File: src/hw/rtl/sapq_pkg.sv
// ----------------------------------------------------------------------------
// sapq_pkg
// Shared constants, types and pointer helpers for the sorted-array priority
// queue: depth, status codes, entry layout and controller/datapath structs.
// ----------------------------------------------------------------------------
package sapq_pkg;

   localparam int QUEUE_DEPTH = 64;
   localparam int IDX_W       = (QUEUE_DEPTH > 1) ? $clog2(QUEUE_DEPTH) : 1;
   localparam int CNT_MIN_W   = $clog2(QUEUE_DEPTH + 1);
   localparam int FILL_W      = 7;
   localparam int CNT_W       = (CNT_MIN_W > FILL_W) ? CNT_MIN_W : FILL_W;
   localparam int VALUE_W     = 32;
   localparam int PRIO_W      = 16;
   localparam int STATUS_W    = 2;

   // operation codes
   localparam logic KIND_INSERT = 1'b0;
   localparam logic KIND_REMOVE = 1'b1;

   // status codes
   localparam logic [STATUS_W-1:0] ST_INSERTED = 2'd0;
   localparam logic [STATUS_W-1:0] ST_FULL     = 2'd1;
   localparam logic [STATUS_W-1:0] ST_REMOVED  = 2'd2;
   localparam logic [STATUS_W-1:0] ST_EMPTY    = 2'd3;

   typedef struct packed {
      logic signed [VALUE_W-1:0] value;
      logic        [PRIO_W-1:0]  prio;
   } entry_type;

   // controller to datapath
   typedef struct packed {
      logic load;       // latch request payload
      logic ins_init;   // start insert walk from the tail
      logic shift;      // move one entry back a slot
      logic place;      // write new entry, post inserted result
      logic pop_rd;     // read head entry
      logic pop;        // drop head, post removed result
      logic set_full;   // post full result
      logic set_empty;  // post empty result
   } dp_cmd_type;

   // datapath to controller
   typedef struct packed {
      logic is_remove;
      logic full;
      logic empty;
      logic k_one;
      logic greater;
   } dp_sts_type;

   function automatic logic [IDX_W-1:0] ptr_inc(input logic [IDX_W-1:0] p);
      ptr_inc = (p == IDX_W'(QUEUE_DEPTH - 1)) ? '0 : p + IDX_W'(1);
   endfunction

   function automatic logic [IDX_W-1:0] ptr_dec(input logic [IDX_W-1:0] p);
      ptr_dec = (p == '0) ? IDX_W'(QUEUE_DEPTH - 1) : p - IDX_W'(1);
   endfunction

endpackage

File: src/hw/rtl/sapq_controller.sv
// ----------------------------------------------------------------------------
// sapq_controller
// Sequencer for insert walk and head removal, plus response valid tracking.
// ----------------------------------------------------------------------------
module sapq_controller
   import sapq_pkg::*;
(
   input  logic       clock,
   input  logic       reset,
   input  logic       req_valid,
   output logic       req_ready,
   output logic       rsp_valid,
   input  logic       rsp_ready,
   input  dp_sts_type sts,
   output dp_cmd_type cmd
);

   typedef enum logic [2:0] {
      S_IDLE,
      S_START,
      S_SCAN,
      S_PLACE,
      S_POP
   } state_type;

   state_type state_ff, state_in;
   logic      rsp_valid_ff, rsp_valid_in;
   logic      rsp_free;
   logic      res_post;

   assign rsp_free  = !rsp_valid_ff || rsp_ready;
   assign req_ready = (state_ff == S_IDLE);
   assign rsp_valid = rsp_valid_ff;

   always_comb begin
      cmd      = '0;
      state_in = state_ff;
      unique case (state_ff)
         S_IDLE: begin
            if (req_valid) begin
               cmd.load = 1'b1;
               state_in = S_START;
            end
         end
         S_START: begin
            if (sts.is_remove) begin
               if (sts.empty) begin
                  if (rsp_free) begin
                     cmd.set_empty = 1'b1;
                     state_in      = S_IDLE;
                  end
               end else begin
                  cmd.pop_rd = 1'b1;
                  state_in   = S_POP;
               end
            end else if (sts.full) begin
               if (rsp_free) begin
                  cmd.set_full = 1'b1;
                  state_in     = S_IDLE;
               end
            end else begin
               cmd.ins_init = 1'b1;
               state_in     = sts.empty ? S_PLACE : S_SCAN;
            end
         end
         S_SCAN: begin
            if (sts.greater) begin
               cmd.shift = 1'b1;
               if (sts.k_one) begin
                  state_in = S_PLACE;
               end
            end else begin
               state_in = S_PLACE;
            end
         end
         S_PLACE: begin
            if (rsp_free) begin
               cmd.place = 1'b1;
               state_in  = S_IDLE;
            end
         end
         S_POP: begin
            if (rsp_free) begin
               cmd.pop  = 1'b1;
               state_in = S_IDLE;
            end
         end
         default: state_in = S_IDLE;
      endcase
   end

   assign res_post     = cmd.place | cmd.pop | cmd.set_full | cmd.set_empty;
   assign rsp_valid_in = res_post ? 1'b1 : (rsp_ready ? 1'b0 : rsp_valid_ff);

   always_ff @(posedge clock) begin
      if (reset) begin
         state_ff     <= S_IDLE;
         rsp_valid_ff <= 1'b0;
      end else begin
         state_ff     <= state_in;
         rsp_valid_ff <= rsp_valid_in;
      end
   end

endmodule

File: config.mk
export PLATFORM = sky130hd
export DESIGN_NAME = sapq_controller
export DESIGN_NICKNAME = d
export VERILOG_FILES = /design/src/hw/rtl/sapq_pkg.sv /design/src/hw/rtl/sapq_controller.sv
export SDC_FILE = /design/constraint.sdc
export NUM_CORES = 1
export LEC_CHECK = 0
export ABC_AREA = 1
export BUFFER_PORTS_ARGS = -buffer_cell sky130_fd_sc_hd__buf_4
export CELL_PAD_IN_SITES_DETAIL_PLACEMENT = 0
export CELL_PAD_IN_SITES_GLOBAL_PLACEMENT = 1
export CORE_MARGIN = 1
export CORE_UTILIZATION = 24
export CTS_CLUSTER_SIZE = 14
export DETAILED_ROUTE_END_ITERATION = 6
export GPL_ROUTABILITY_DRIVEN = 1
export GPL_TIMING_DRIVEN = 1
export PLACE_DENSITY_LB_ADDON = 0.2
export SLEW_MARGIN = 20
export SYNTH_ARGS = -nofsm -noshare
export SYNTH_HDL_FRONTEND = slang
export SYNTH_SLANG_ARGS = --single-unit
export TNS_END_PERCENT = 50
File: constraint.sdc
create_clock -name clock -period 1.06 [get_ports clock]
set_clock_uncertainty 0.1 [all_clocks]
set_input_delay 0.212 -clock clock [delete_from_list [all_inputs] [get_ports clock]]
set_output_delay 0.212 -clock clock [all_outputs]
set_load 0.005 [all_outputs]
==> After elaboration in Yosys (flattened, before gate mapping) <==
Index checks and enable logic that the tools add are counted.
{ "classes": {"div": 0, "n_lt_le_gt_ge": 0, "mux": 29, "addsub": 0, "n_mul": 0, "n_bitwise": 3, "n_reduce_logical": 6, "n_shift": 0, "eq_ne": 6} }
{ "ops": {"columns": ["operator", "n"], "rows": [
  ["2-to-1 mux 3 bit", 7],
  ["2-to-1 mux 1 bit", 20],
  ["one-hot mux 3 bit (4 select lines)", 1],
  ["equality test 3 x 2 -> 1 bit, second input constant", 2],
  ["equality test 3 x 1 -> 1 bit, second input constant", 1],
  ["equality test 3 bit, second input constant", 1],
  ["logical NOT 3 bit", 1],
  ["!= test 3 bit, second input constant", 1],
  ["bitwise OR 1 bit", 3],
  ["2-to-1 mux 2 bit", 1],
  ["!= test 2 bit, second input constant", 1],
  ["AND reduction 2 bit", 1],
  ["nonzero test 2 bit", 1],
  ["OR reduction 2 bit", 1],
  ["logical NOT 1 bit", 1],
  ["logical OR 1 bit", 1]
]} }
{ "word_totals": {"ram_bits": 0, "mem_count": 0, "latch_bits": 0, "wordCells": 46, "romBits": 0, "reg_bits": 4, "out_inout_bits": 10, "inputBits": 9} }

==> Depth between registers and ports, before layout <==
{ "depth": {"depth_word": 9, "ltp_mapped": 7, "ltp_nobuf": 7} }

==> Least setup slack after synthesis <==
Ideal clock, no wire load.
{ "synth_path": {"kind": "register to output", "start": "reg state_ff[2]", "end": "out cmd[1] (netlist bit)", "slack_ns": -0.013, "arrival_time_ns": 0.761, "stages_incl_launch_ff": 6, "path_buffers": 0, "required_time_ns": 0.748, "cell_sequence": "dfxtp_1 -> inv_2 -> nand2_2 -> nor2_4 -> nand4_1 -> inv_1"} }
{ "synth_lines": {"columns": ["element", "line", "text"], "rows": [
  ["from (decl)", "sapq_controller.sv:26", "state_type state_ff, state_in;"],
  ["from (signal assigned)", "sapq_controller.sv:100", "state_ff <= state_in;"],
  ["to (decl)", "sapq_controller.sv:15", "output dp_cmd_type cmd"]
]} }

==> impl_metrics.toml <==
[grt]
grt_use_met1_pct = 18.7
grt.busiest_layer = "met2"
antenna_found_initial = 0
grt_first_pass_wirelength_mm = 1.90
overflow = 0
grt_use_met2_pct = 21.6
grtUsageMet3_pct = 3.48
grt_use_total_pct = 14.6
grt_max_degree = 10
grt_pass1_vias = 434

[power_and_ir_drop]
switching_share_pct = 30.3
powerDensity_nw_per_um2 = 854
ir_worst_vdd_uv = 504
power.internal_w = 0.000416
leakagePower_nw = 0.383
p_comb_share_pct = 38.5
p_sw_w = 0.000181
power_frac_clock_pct = 30.8
seqPwrFrac_pct = 30.7

[setup_path]
crit_required_ns = 0.75
crit_arrival_ns = 1.09
worst-setup-path-type = "register to output pin"
start_kind = "register"
path_max_fanout = 4
endpoint_kind = "output pin"

[placed_design]
port_buffers = 18
post-place-ws_ns = -0.250
place_area_um2 = 574
hpwl_um = 784
place.gp.congestion = 0.720

[finish]
nNetsFinal = 106
n_antenna_cell = 0
area_growth_pct = 87.0
layout-drive-gt1-share_pct = 54.7
fin_area_um2 = 699

[synthesis]
syn_inst = 63
ys_seq_elements = 4
ys_types = 17
syn_nets = 72
ys_top_cells_by_area = "dfxtp_1 21%, nand2_1 14%, inv_1 12%"
yosysTopAreaCellShare_pct = 21.4
ys_seq_area_share_pct = 21.4
yosysWarnings = 0
synth.avg_cell_area_um2 = 5.94
yosysTopAreaCell = "dfxtp_1"
synth_area_um2 = 374

[sta]
finalSetupViolations = 14
fin_ws_ns = -0.342
worst_pin_slew_ns = 0.203
drv_slew = 0
finalCritPeriodShare_pct = 132
max_freq_mhz = 713
post-route-min-period_ns = 1.40
finalHoldViolCount = 0
rsz0062_at_grt = "true"
max_slew_margin_pct = 86.4

[routing]
drt_iter0_markers = 7
post_drt_wl_per_cell_um = 10.5
firstDrtPassIters = 4
vias = 469
routed_via_density = 4.26
drc = 0
routed_wl_mm = 1.16
drtAntennaViolNets = 0

[floorplanning]
start_util_pct = 27.1
core_um2 = 1380
ios = 19
die_area_um2 = 1720
rows = 13
die_w_um = 41.5
die_height_um = 41.5

[run_status]
outcome = "complete, but fails checks"
violations = "setup timing"

[cts]
clk_pin_slew_ns = 0.04
clockRootBuffer = "clkbuf_4"
cts_tree = "yes"
clock-sinks = 4
clk_latency_ns = 0.23
ctsLongestPathBuffers = 2
numCtsBuffers = 3
cts_htree_levels = 1

[hold_path]
hp-class = "input port to register"

[job]
max_cap_viol_count = 0
[metrics by stage]
stage | setup TNS, ns | power [W] | hold slack, ns | cells | utilization [%]
2_1_floorplan | -0.00748 | 0.000282 | 0.174 | 63 | -
5_1_grt | -4.36 | 0.000657 | 0.0349 | 110 | 50.6
3_3_place_gp | -2.26 | 0.000371 | 0.295 | 103 | 41.5
4_1_cts | -3.17 | 0.000590 | 0.0454 | 109 | 48.2
6_report | -3.25 | 0.000597 | 0.0534 | 110 | 50.6
3_5_place_dp | -2.28 | 0.000369 | 0.295 | 103 | 41.5
[power by group through the flow]
stage / clock network [W] / registers (W) / logic [W]
floorplan: 0 / 0.000171 / 0.000111
global placement: 0 / 0.000184 / 0.000187
detailed placement: 0 / 0.000184 / 0.000184
CTS: 0.000196 / 0.000183 / 0.000211
global route: 0.000216 / 0.000185 / 0.000256
finish: 0.000184 / 0.000183 / 0.000230
[cells in the final DEF (no fill, tap or decap), types with 2 or more instances in the layout]
cell type | netlist | layout
a21oi_1 | 3 | 2
buf_4 | 0 | 27
buf_6 | 2 | 4
clkbuf_4 | 0 | 3
dfxtp_4 | 0 | 3
inv_1 | 12 | 12
nand2_1 | 14 | 13
nand2_2 | 1 | 2
nand3_1 | 7 | 6
nor2_1 | 11 | 7
nor2_2 | 1 | 3
nor2_4 | 1 | 3
[sequential cells by signal (all words and copies together) (netlist names)]
signal and cells:
state_ff 3, rsp_valid 1
[metal layers]
metal  part of all wire (%)  vias up
met1                     47      199
met3                    3.3        0
met5                      0        -
li1                       -      259
met4                      0        0
met2                     50       11
[cell usage after synthesis]
| master | instances |
|---|---|
| nand2_2 | 1 |
| nor4_1 | 1 |
| nor2_1 | 11 |
| nor3_2 | 1 |
| dfxtp_1 | 4 |
| inv_1 | 12 |
| o21bai_1 | 1 |
| o21ai_1 | 1 |
| nor2_4 | 1 |
| buf_6 | 2 |
| a21oi_1 | 3 |
| inv_2 | 1 |
| nand2_1 | 14 |
| nand4_1 | 1 |
| nand3b_4 | 1 |
| nand3_1 | 7 |
| nor2_2 | 1 |
[layout make-up]
class,count,area (um2)
Clock buffer,3,22.5
Fill cell,145,683
Inverter,13,51.3
Multi-Input combinational cell,44,267
Sequential cell,4,92.6
Tap cell,15,18.8
Timing Repair Buffer,31,248
[path summary, 6_finish.rpt]
kind                      end  cells past startpoint  slack (ns)        start
hold / removal      rsp_valid                      2        0.05        reset
setup / recovery       cmd[1]                      6       -0.34  state_ff[2]
setup reg to reg    rsp_valid                      8       -0.30  state_ff[2]
hold reg to reg   state_ff[2]                      3        0.55  state_ff[0]
[cells by family after synthesis]
family / after synthesis / share of synthesized area [%]
DFF: 4 / 21.4
buffers and inverters: 15 / 19.1
AOI/OAI and AO/OA: 5 / 7.36
and+or+nand+nor: 39 / 52.2
[critical path, cell delays in order, from the launching register on]
cell	delay, ns
dfxtp_4	0.36
inv_4	0.08
nand2_2	0.06
nor2_4	0.09
nand4_1	0.10
inv_1	0.07
buf_4	0.10
[repair_timing]
item | in CTS | in global routing
hold buffers | 0 | 0
endpoints found under the setup margin | 14 | 14
resized for setup | 15 | 7
pin swaps | 0 | 2
setup buffers | 3 | 1
Power figures use the tool's default switching activity.
