$ cat src/hw/rtl/sapq_pkg.sv
// ----------------------------------------------------------------------------
// sapq_pkg
// Shared constants, types and pointer helpers for the sorted-array priority
// queue: depth, status codes, entry layout and controller/datapath structs.
// ----------------------------------------------------------------------------
package sapq_pkg;

   localparam int QUEUE_DEPTH = 64;
   localparam int IDX_W       = (QUEUE_DEPTH > 1) ? $clog2(QUEUE_DEPTH) : 1;
   localparam int CNT_MIN_W   = $clog2(QUEUE_DEPTH + 1);
   localparam int FILL_W      = 7;
   localparam int CNT_W       = (CNT_MIN_W > FILL_W) ? CNT_MIN_W : FILL_W;
   localparam int VALUE_W     = 32;
   localparam int PRIO_W      = 16;
   localparam int STATUS_W    = 2;

   // operation codes
   localparam logic KIND_INSERT = 1'b0;
   localparam logic KIND_REMOVE = 1'b1;

   // status codes
   localparam logic [STATUS_W-1:0] ST_INSERTED = 2'd0;
   localparam logic [STATUS_W-1:0] ST_FULL     = 2'd1;
   localparam logic [STATUS_W-1:0] ST_REMOVED  = 2'd2;
   localparam logic [STATUS_W-1:0] ST_EMPTY    = 2'd3;

   typedef struct packed {
      logic signed [VALUE_W-1:0] value;
      logic        [PRIO_W-1:0]  prio;
   } entry_type;

   // controller to datapath
   typedef struct packed {
      logic load;       // latch request payload
      logic ins_init;   // start insert walk from the tail
      logic shift;      // move one entry back a slot
      logic place;      // write new entry, post inserted result
      logic pop_rd;     // read head entry
      logic pop;        // drop head, post removed result
      logic set_full;   // post full result
      logic set_empty;  // post empty result
   } dp_cmd_type;

   // datapath to controller
   typedef struct packed {
      logic is_remove;
      logic full;
      logic empty;
      logic k_one;
      logic greater;
   } dp_sts_type;

   function automatic logic [IDX_W-1:0] ptr_inc(input logic [IDX_W-1:0] p);
      ptr_inc = (p == IDX_W'(QUEUE_DEPTH - 1)) ? '0 : p + IDX_W'(1);
   endfunction

   function automatic logic [IDX_W-1:0] ptr_dec(input logic [IDX_W-1:0] p);
      ptr_dec = (p == '0) ? IDX_W'(QUEUE_DEPTH - 1) : p - IDX_W'(1);
   endfunction

endpackage

$ cat src/hw/rtl/sapq_datapath.sv
// ----------------------------------------------------------------------------
// sapq_datapath
// Circular entry store with head/tail pointers, insert walk pointers and the
// registered response payload.
// ----------------------------------------------------------------------------
module sapq_datapath
   import sapq_pkg::*;
(
   input  logic                       clock,
   input  logic                       reset,
   input  dp_cmd_type                 cmd,
   output dp_sts_type                 sts,
   input  logic                       req_kind,
   input  logic signed [VALUE_W-1:0]  req_value,
   input  logic        [PRIO_W-1:0]   req_priority,
   output logic        [STATUS_W-1:0] rsp_status,
   output logic signed [VALUE_W-1:0]  rsp_value,
   output logic        [PRIO_W-1:0]   rsp_priority,
   output logic        [FILL_W-1:0]   rsp_fill
);

   entry_type              store_mem [QUEUE_DEPTH];
   entry_type              rd_data_ff;
   entry_type              item_ff;
   logic                   kind_ff;
   logic [IDX_W-1:0]       head_ff, tail_ff, pos_ff, prev_ff;
   logic [IDX_W-1:0]       head_in, tail_in, pos_in, prev_in;
   logic [CNT_W-1:0]       count_ff, count_in, k_ff, k_in;
   logic [IDX_W-1:0]       rd_addr;
   logic                   rd_en;
   logic                   wr_en;
   entry_type              wr_data;
   logic                   res_load;
   logic [STATUS_W-1:0]    status_ff, status_in;
   entry_type              res_ff, res_in;
   logic [FILL_W-1:0]      fill_ff;

   // read address: insert walk or head
   always_comb begin
      rd_en = cmd.ins_init | cmd.shift | cmd.pop_rd;
      priority if (cmd.ins_init) begin
         rd_addr = ptr_dec(tail_ff);
      end else if (cmd.shift) begin
         rd_addr = ptr_dec(prev_ff);
      end else begin
         rd_addr = head_ff;
      end
      wr_en   = cmd.shift | cmd.place;
      wr_data = cmd.shift ? rd_data_ff : item_ff;
   end

   always_ff @(posedge clock) begin
      if (wr_en) begin
         store_mem[pos_ff] <= wr_data;
      end
      if (rd_en) begin
         rd_data_ff <= store_mem[rd_addr];
      end
      if (cmd.load) begin
         kind_ff       <= req_kind;
         item_ff.value <= req_value;
         item_ff.prio  <= req_priority;
      end
   end

   always_comb begin
      head_in   = head_ff;
      tail_in   = tail_ff;
      pos_in    = pos_ff;
      prev_in   = prev_ff;
      count_in  = count_ff;
      k_in      = k_ff;
      res_load  = 1'b0;
      status_in = status_ff;
      res_in    = '0;
      if (cmd.ins_init) begin
         pos_in  = tail_ff;
         prev_in = ptr_dec(tail_ff);
         k_in    = count_ff;
      end
      if (cmd.shift) begin
         pos_in  = prev_ff;
         prev_in = ptr_dec(prev_ff);
         k_in    = k_ff - CNT_W'(1);
      end
      if (cmd.place) begin
         tail_in   = ptr_inc(tail_ff);
         count_in  = count_ff + CNT_W'(1);
         res_load  = 1'b1;
         status_in = ST_INSERTED;
      end
      if (cmd.pop) begin
         head_in   = ptr_inc(head_ff);
         count_in  = count_ff - CNT_W'(1);
         res_load  = 1'b1;
         status_in = ST_REMOVED;
         res_in    = rd_data_ff;
      end
      if (cmd.set_full) begin
         res_load  = 1'b1;
         status_in = ST_FULL;
      end
      if (cmd.set_empty) begin
         res_load  = 1'b1;
         status_in = ST_EMPTY;
      end
   end

   always_ff @(posedge clock) begin
      if (reset) begin
         head_ff  <= '0;
         tail_ff  <= '0;
         pos_ff   <= '0;
         prev_ff  <= '0;
         count_ff <= '0;
         k_ff     <= '0;
      end else begin
         head_ff  <= head_in;
         tail_ff  <= tail_in;
         pos_ff   <= pos_in;
         prev_ff  <= prev_in;
         count_ff <= count_in;
         k_ff     <= k_in;
      end
      if (res_load) begin
         status_ff <= status_in;
         res_ff    <= res_in;
         fill_ff   <= count_in[FILL_W-1:0];
      end
   end

   assign sts.is_remove = (kind_ff == KIND_REMOVE);
   assign sts.full      = (count_ff == CNT_W'(QUEUE_DEPTH));
   assign sts.empty     = (count_ff == '0);
   assign sts.k_one     = (k_ff == CNT_W'(1));
   assign sts.greater   = (rd_data_ff.prio > item_ff.prio);

   assign rsp_status   = status_ff;
   assign rsp_value    = res_ff.value;
   assign rsp_priority = res_ff.prio;
   assign rsp_fill     = fill_ff;

endmodule

$ cat config.mk
export PLATFORM = sky130hd
export DESIGN_NAME = sapq_datapath
export DESIGN_NICKNAME = d
export VERILOG_FILES = /design/src/hw/rtl/sapq_pkg.sv /design/src/hw/rtl/sapq_datapath.sv
export SDC_FILE = /design/constraint.sdc
export NUM_CORES = 2
export LEC_CHECK = 0
export BUFFER_PORTS_ARGS = -buffer_cell sky130_fd_sc_hd__buf_2
export CAP_MARGIN = 20
export CELL_PAD_IN_SITES_DETAIL_PLACEMENT = 1
export CELL_PAD_IN_SITES_GLOBAL_PLACEMENT = 2
export CORE_MARGIN = 2
export CORE_UTILIZATION = 35
export CTS_BUF_LIST = sky130_fd_sc_hd__clkbuf_4 sky130_fd_sc_hd__clkbuf_8
export DETAILED_ROUTE_END_ITERATION = 12
export PLACE_DENSITY_LB_ADDON = 0.1
export RECOVER_POWER = 50
export SLEW_MARGIN = 20
export SYNTH_ARGS = -nofsm -noshare
export SYNTH_HDL_FRONTEND = slang
export SYNTH_SLANG_ARGS = --single-unit
$ cat constraint.sdc
create_clock -name clock -period 12.05 [get_ports clock]
set_input_delay 0.6025 -clock clock [delete_from_list [all_inputs] [get_ports clock]]
set_output_delay 0.6025 -clock clock [all_outputs]
set_load 0.02 [all_outputs]
Yosys cells after proc, flatten, opt, wreduce, memory -nomap -nowiden:

Memory sizes are Yosys's and may differ from the RTL's. A register that Yosys moved wholly into a read port is not among the register bits.
Index checks and enable logic that the tools add are counted.
Widths: inputs -> output; s select.

* input bits: 59
* bits in writable memories: 3072
* memories: 1
* word-level logic and storage cells: 61
* register bits: 144

* add/sub/neg operators: 7
* mux-type cells: 24
* reduce and logical (&&, ||, !) cells: 7
* order comparisons: 1
* bitwise gates (word level): 3
* eq/ne operators: 4

Memory list
* store_mem: depth 64, bits a word 48, read ports 1, clocked after memory_dff 1, write ports 1, line sapq_datapath.sv:22 `entry_type store_mem [QUEUE_DEPTH];`

Operators with widths (count)
* $mux 6: 10
* $mux 48: 1
* $mux 7: 4
* $gt 16x16->1: 1
* $sub 7x1->7 const B: 2
* $add 6x1->6 const B: 2
* $eq 6x6->1 const B: 2
* $logic_not 6->1: 2
* $sub 6x1->6 const B: 2
* $add 7x1->7 const B: 1
* $eq 7x1->1 const B: 1
* $eq 7x7->1 const B: 1
* $logic_not 7->1: 1
* $mux 1: 6
* $mux 2: 3
* $reduce_bool 4->1: 1
* $or 1x1->1: 3
* $reduce_and 2->1: 1
* $reduce_bool 2->1: 1
* $reduce_or 2->1: 1

Depth between registers and ports, before layout:

* word-level depth: 5
* gate-level depth with buffers: 13
* mapped depth without buffers: 9

Worst setup path after synthesis:

Ideal clock, no wire load.

* path type: input to register
* start point: in cmd[5] (netlist bit)
* end point: mem store_mem[52][0] (netlist bit) (enable)
* required time: 11537 ps
* arrival: 4437 ps
* setup time: 513 ps
* path buffers: 1
* path slack: 7100 ps
* stages on the path: 5
* cell sequence: buf_4 nor2_1 nor2b_1 nand2_1 nor3_1

* longest elaborated chain between the ends: 3

Ends and longest elaborated chain
* start, declared: line sapq_datapath.sv:11 `input dp_cmd_type cmd,`
* $or 1x1->1: line sapq_datapath.sv:48 `wr_en = cmd.shift | cmd.place;`
* $mux 1: line sapq_datapath.sv:53 `if (wr_en) begin`
* $mux 1 (not written as such): line sapq_datapath.sv:54 `store_mem[pos_ff] <= wr_data;`
* end, declared: line sapq_datapath.sv:22

No other way between the ends.

Final worst setup path:

* start point: in cmd[5] (netlist bit)
* end point: reg, netlist name rd_data_ff[21]

* longest elaborated chain between the ends: 2
* elaborated cells on any way between the ends: 4
* those cells by class: 2 x mux; 2 x bitwise

Ends and longest elaborated chain (line)
* $mux 6 or $or 1x1->1 (tied branches): sapq_datapath.sv:43, sapq_datapath.sv:40
* $mux 6 or $or 1x1->1 (tied branches): sapq_datapath.sv:41, sapq_datapath.sv:40

Several ways; a longest one is shown, not always the timed one.
A chain may end at the register's enable or synchronous reset.

==> run summary <==
Outcome: finished with violations
Failing checks: max-capacitance violations, max-slew violations
Initial core utilization: 0.352
P&R area growth vs syn: 15.0%
Vias in the first global route: 67822
Root buffer cell: clkbuf_8
Nets: 6429
Number of fill cells: 33452
# IOs: 121
Starting DRT DRC Count: 7439
Worst Tran Pin Value: 3.31 ns
Row cnt: 219
FF+latch count, synth: 3264
Pwr per Cell Area: 189 nW/um2
Critical path arrival: 8.05 ns
Detail-routed net length per standard cell: 37.4 um
Placed inst area: 133000 um2
DR pass1 iterations: 5
Initial antenna violation count: 44
CTS tree: yes
Asr flop ratio synth: 0
CTS Buf Count: 576
Final core utilization: 0.404
Share of layout cells above drive strength 1: 0.299
Vias post-DR: 64359
Commonest non-fill, non-tap cell in the layout: edfxtp_1
Syn Nets: 5765
# clock sinks: 3264
FF-to-FF path depth: 11
Fin crit share: 0.584
GPL Wtd Cong: 0.742
P_leak: 45.0 nW
Hold Vio Cnt, Final: 0
Worst-skew pair later-pin latency: 1.16 ns
Port Buffer Count: 120
DRT antenna net count: 0
H-tree depth: 6
Hold Crit Depth: 2
Peak VDD IR: 0.122 mV
Die area: 362000 um2
Core box area: 356000 um2
Die Y-Extent: 602 um
RSZ-0062 raised after global routing: no
Seq/Total Area, Yosys: 0.780
Fin area: 144000 um2
Routed WL: 432 mm
Post-DP HPWL: 229 mm
Relative slew slack: -1.21
Clk buf depth: 4
Hold Path Class: input pin to flip-flop
Number of flops mapped to enable cells by yosys: 3226
Worst Slack Setup Final: 5.01 ns
Worst-path clk slew: 0.06 ns
Crit start category: input pin
First-pass GRT wire length: 586 mm
Max Fclk: 142 MHz
Post-layout minimum cycle time: 7.04 ns
Die W: 602 um
Largest net degree at the start of global routing: 120
CP Class: input pin to flip-flop
Vias per inst: 5.58
Placed Instances: 10458
Synth Instances: 5679
Critical path endpoint category: flip-flop
Max cap viols: 57
Dpl ws: 6.02 ns
Commonest non-fill, non-tap cells in the layout: edfxtp_1 (3226), mux4_2 (768), clkbuf_8 (591)
Layout Cells excl Fill: 11540
Final Max Slew Viols: 3366
Gr usage total: 0.237
Setup tns final: 0 ns
Yosys warnings: 0
Worst Skew: 0.0440 ns
WP data required: 13.06 ns
Cell Area, Synth: 125000 um2
Netlist cell types: 55
Dominant synthesized flop cell: edfxtp_1
Drc violations: 0
Syn Area/Cell: 22.0 um2
Max FO, Critical Path: 119
# setup viols final: 0
Aggregate global routing overflow: 0
[registers in the layout (all words and copies together), names as in the netlist, 6 cells and up]
register	count
rsp_fill	7
pos_ff	6
prev_ff	6
rsp_value	32
count_ff	7
item_ff	48
store_mem	3072
rsp_priority	16
k_ff	7
tail_ff	6
head_ff	6
rd_data_ff	48
[area by class of cell]
type                    count  area, um2  share of cell area
well taps                4751       5940              0.0413
repair buffers            403       3000              0.0208
flip-flops and latches   3264      97600               0.678
clock inverters           240       1310             0.00909
clock buffers             775       9520              0.0661
diodes                      9       22.5            0.000156
multi-input cells        2071      26400               0.183
inverters                  27        101            0.000704
[worst max-delay path, cell delays in order]
cell and delay (ns):
clkbuf_1 1.54, clkbuf_1 1.72, nand2b_1 0.23, a21boi_0 0.26, mux2i_4 0.51, buf_12 0.65, buf_4 0.83, mux4_2 0.35
nand2_1 0.06, a32oi_1 0.68, and4_1 0.28
[logic make-up (layout without fill, tap and decap cells)]
group           Yosys count  in the layout  share of synthesized area
simple gates            742            742                     0.0270
xor+xnor                 19             19                    0.00133
buf+inv                 344           1445                     0.0138
fa+ha+maj                27             27                    0.00270
mux                     999            999                      0.157
other cells               0              9                          0
flops                  3264           3264                      0.780
compound gates          284            284                     0.0182
[path summary, 6_finish.rpt]
check	start	end	slack (ns)
worst min-delay path	req_kind	kind_ff	0.14
worst min register to register	k_ff[6]	k_ff[6]	0.53
worst max-delay path	cmd[5]	rd_data_ff[21]	5.01
worst max register to register	tail_ff[0]	rd_data_ff[33]	6.93
[where the power goes]
group	total, mW	internal (mW)	switching, mW
clock network	9.90	5.23	4.67
logic	3.47	1.12	2.35
registers	13.8	13.6	0.280
[what timing repair did]
item / in CTS / in global routing
endpoints found under the hold margin: 106 / 0
resized for setup: 0 / 0
setup buffers: 0 / 0
hold buffers: 56 / 0
[per-layer routing]
metal | up-vias | share of wire | track usage
met4 | 0 | 0.020 | 0.0498
met2 | 2344 | 0.49 | 0.390
met3 | 538 | 0.064 | 0.0365
met1 | 36236 | 0.43 | 0.332
met5 | - | 0 | 0
li1 | 25241 | - | -
[Yosys cell counts, drive strengths merged, types with 33 or more instances]
cell | instances | share of area
clkbuf | 205 | 0.0061
nor2 | 119 | 0.0036
buf | 112 | 0.0068
mux2 | 33 | 0.0030
edfxtp | 3226 | 0.77
nand2 | 438 | 0.013
and2 | 49 | 0.0024
mux2i | 198 | 0.016
a32oi | 192 | 0.013
and4 | 48 | 0.0034
dfxtp | 38 | 0.0061
mux4 | 768 | 0.14
[metrics by stage]
| step | power, mW | hold WS [ns] |
|---|---|---|
| final | 27.2 | 0.144 |
| after global routing | 28.2 | 0.0764 |
| after CTS | 27.5 | 0.0237 |
| after detailed placement | 17.5 | 0.525 |
| after global placement | 17.5 | 0.497 |
| after floorplan | 16.0 | 0.467 |
Note: power is estimated with default switching activity, not from simulation.
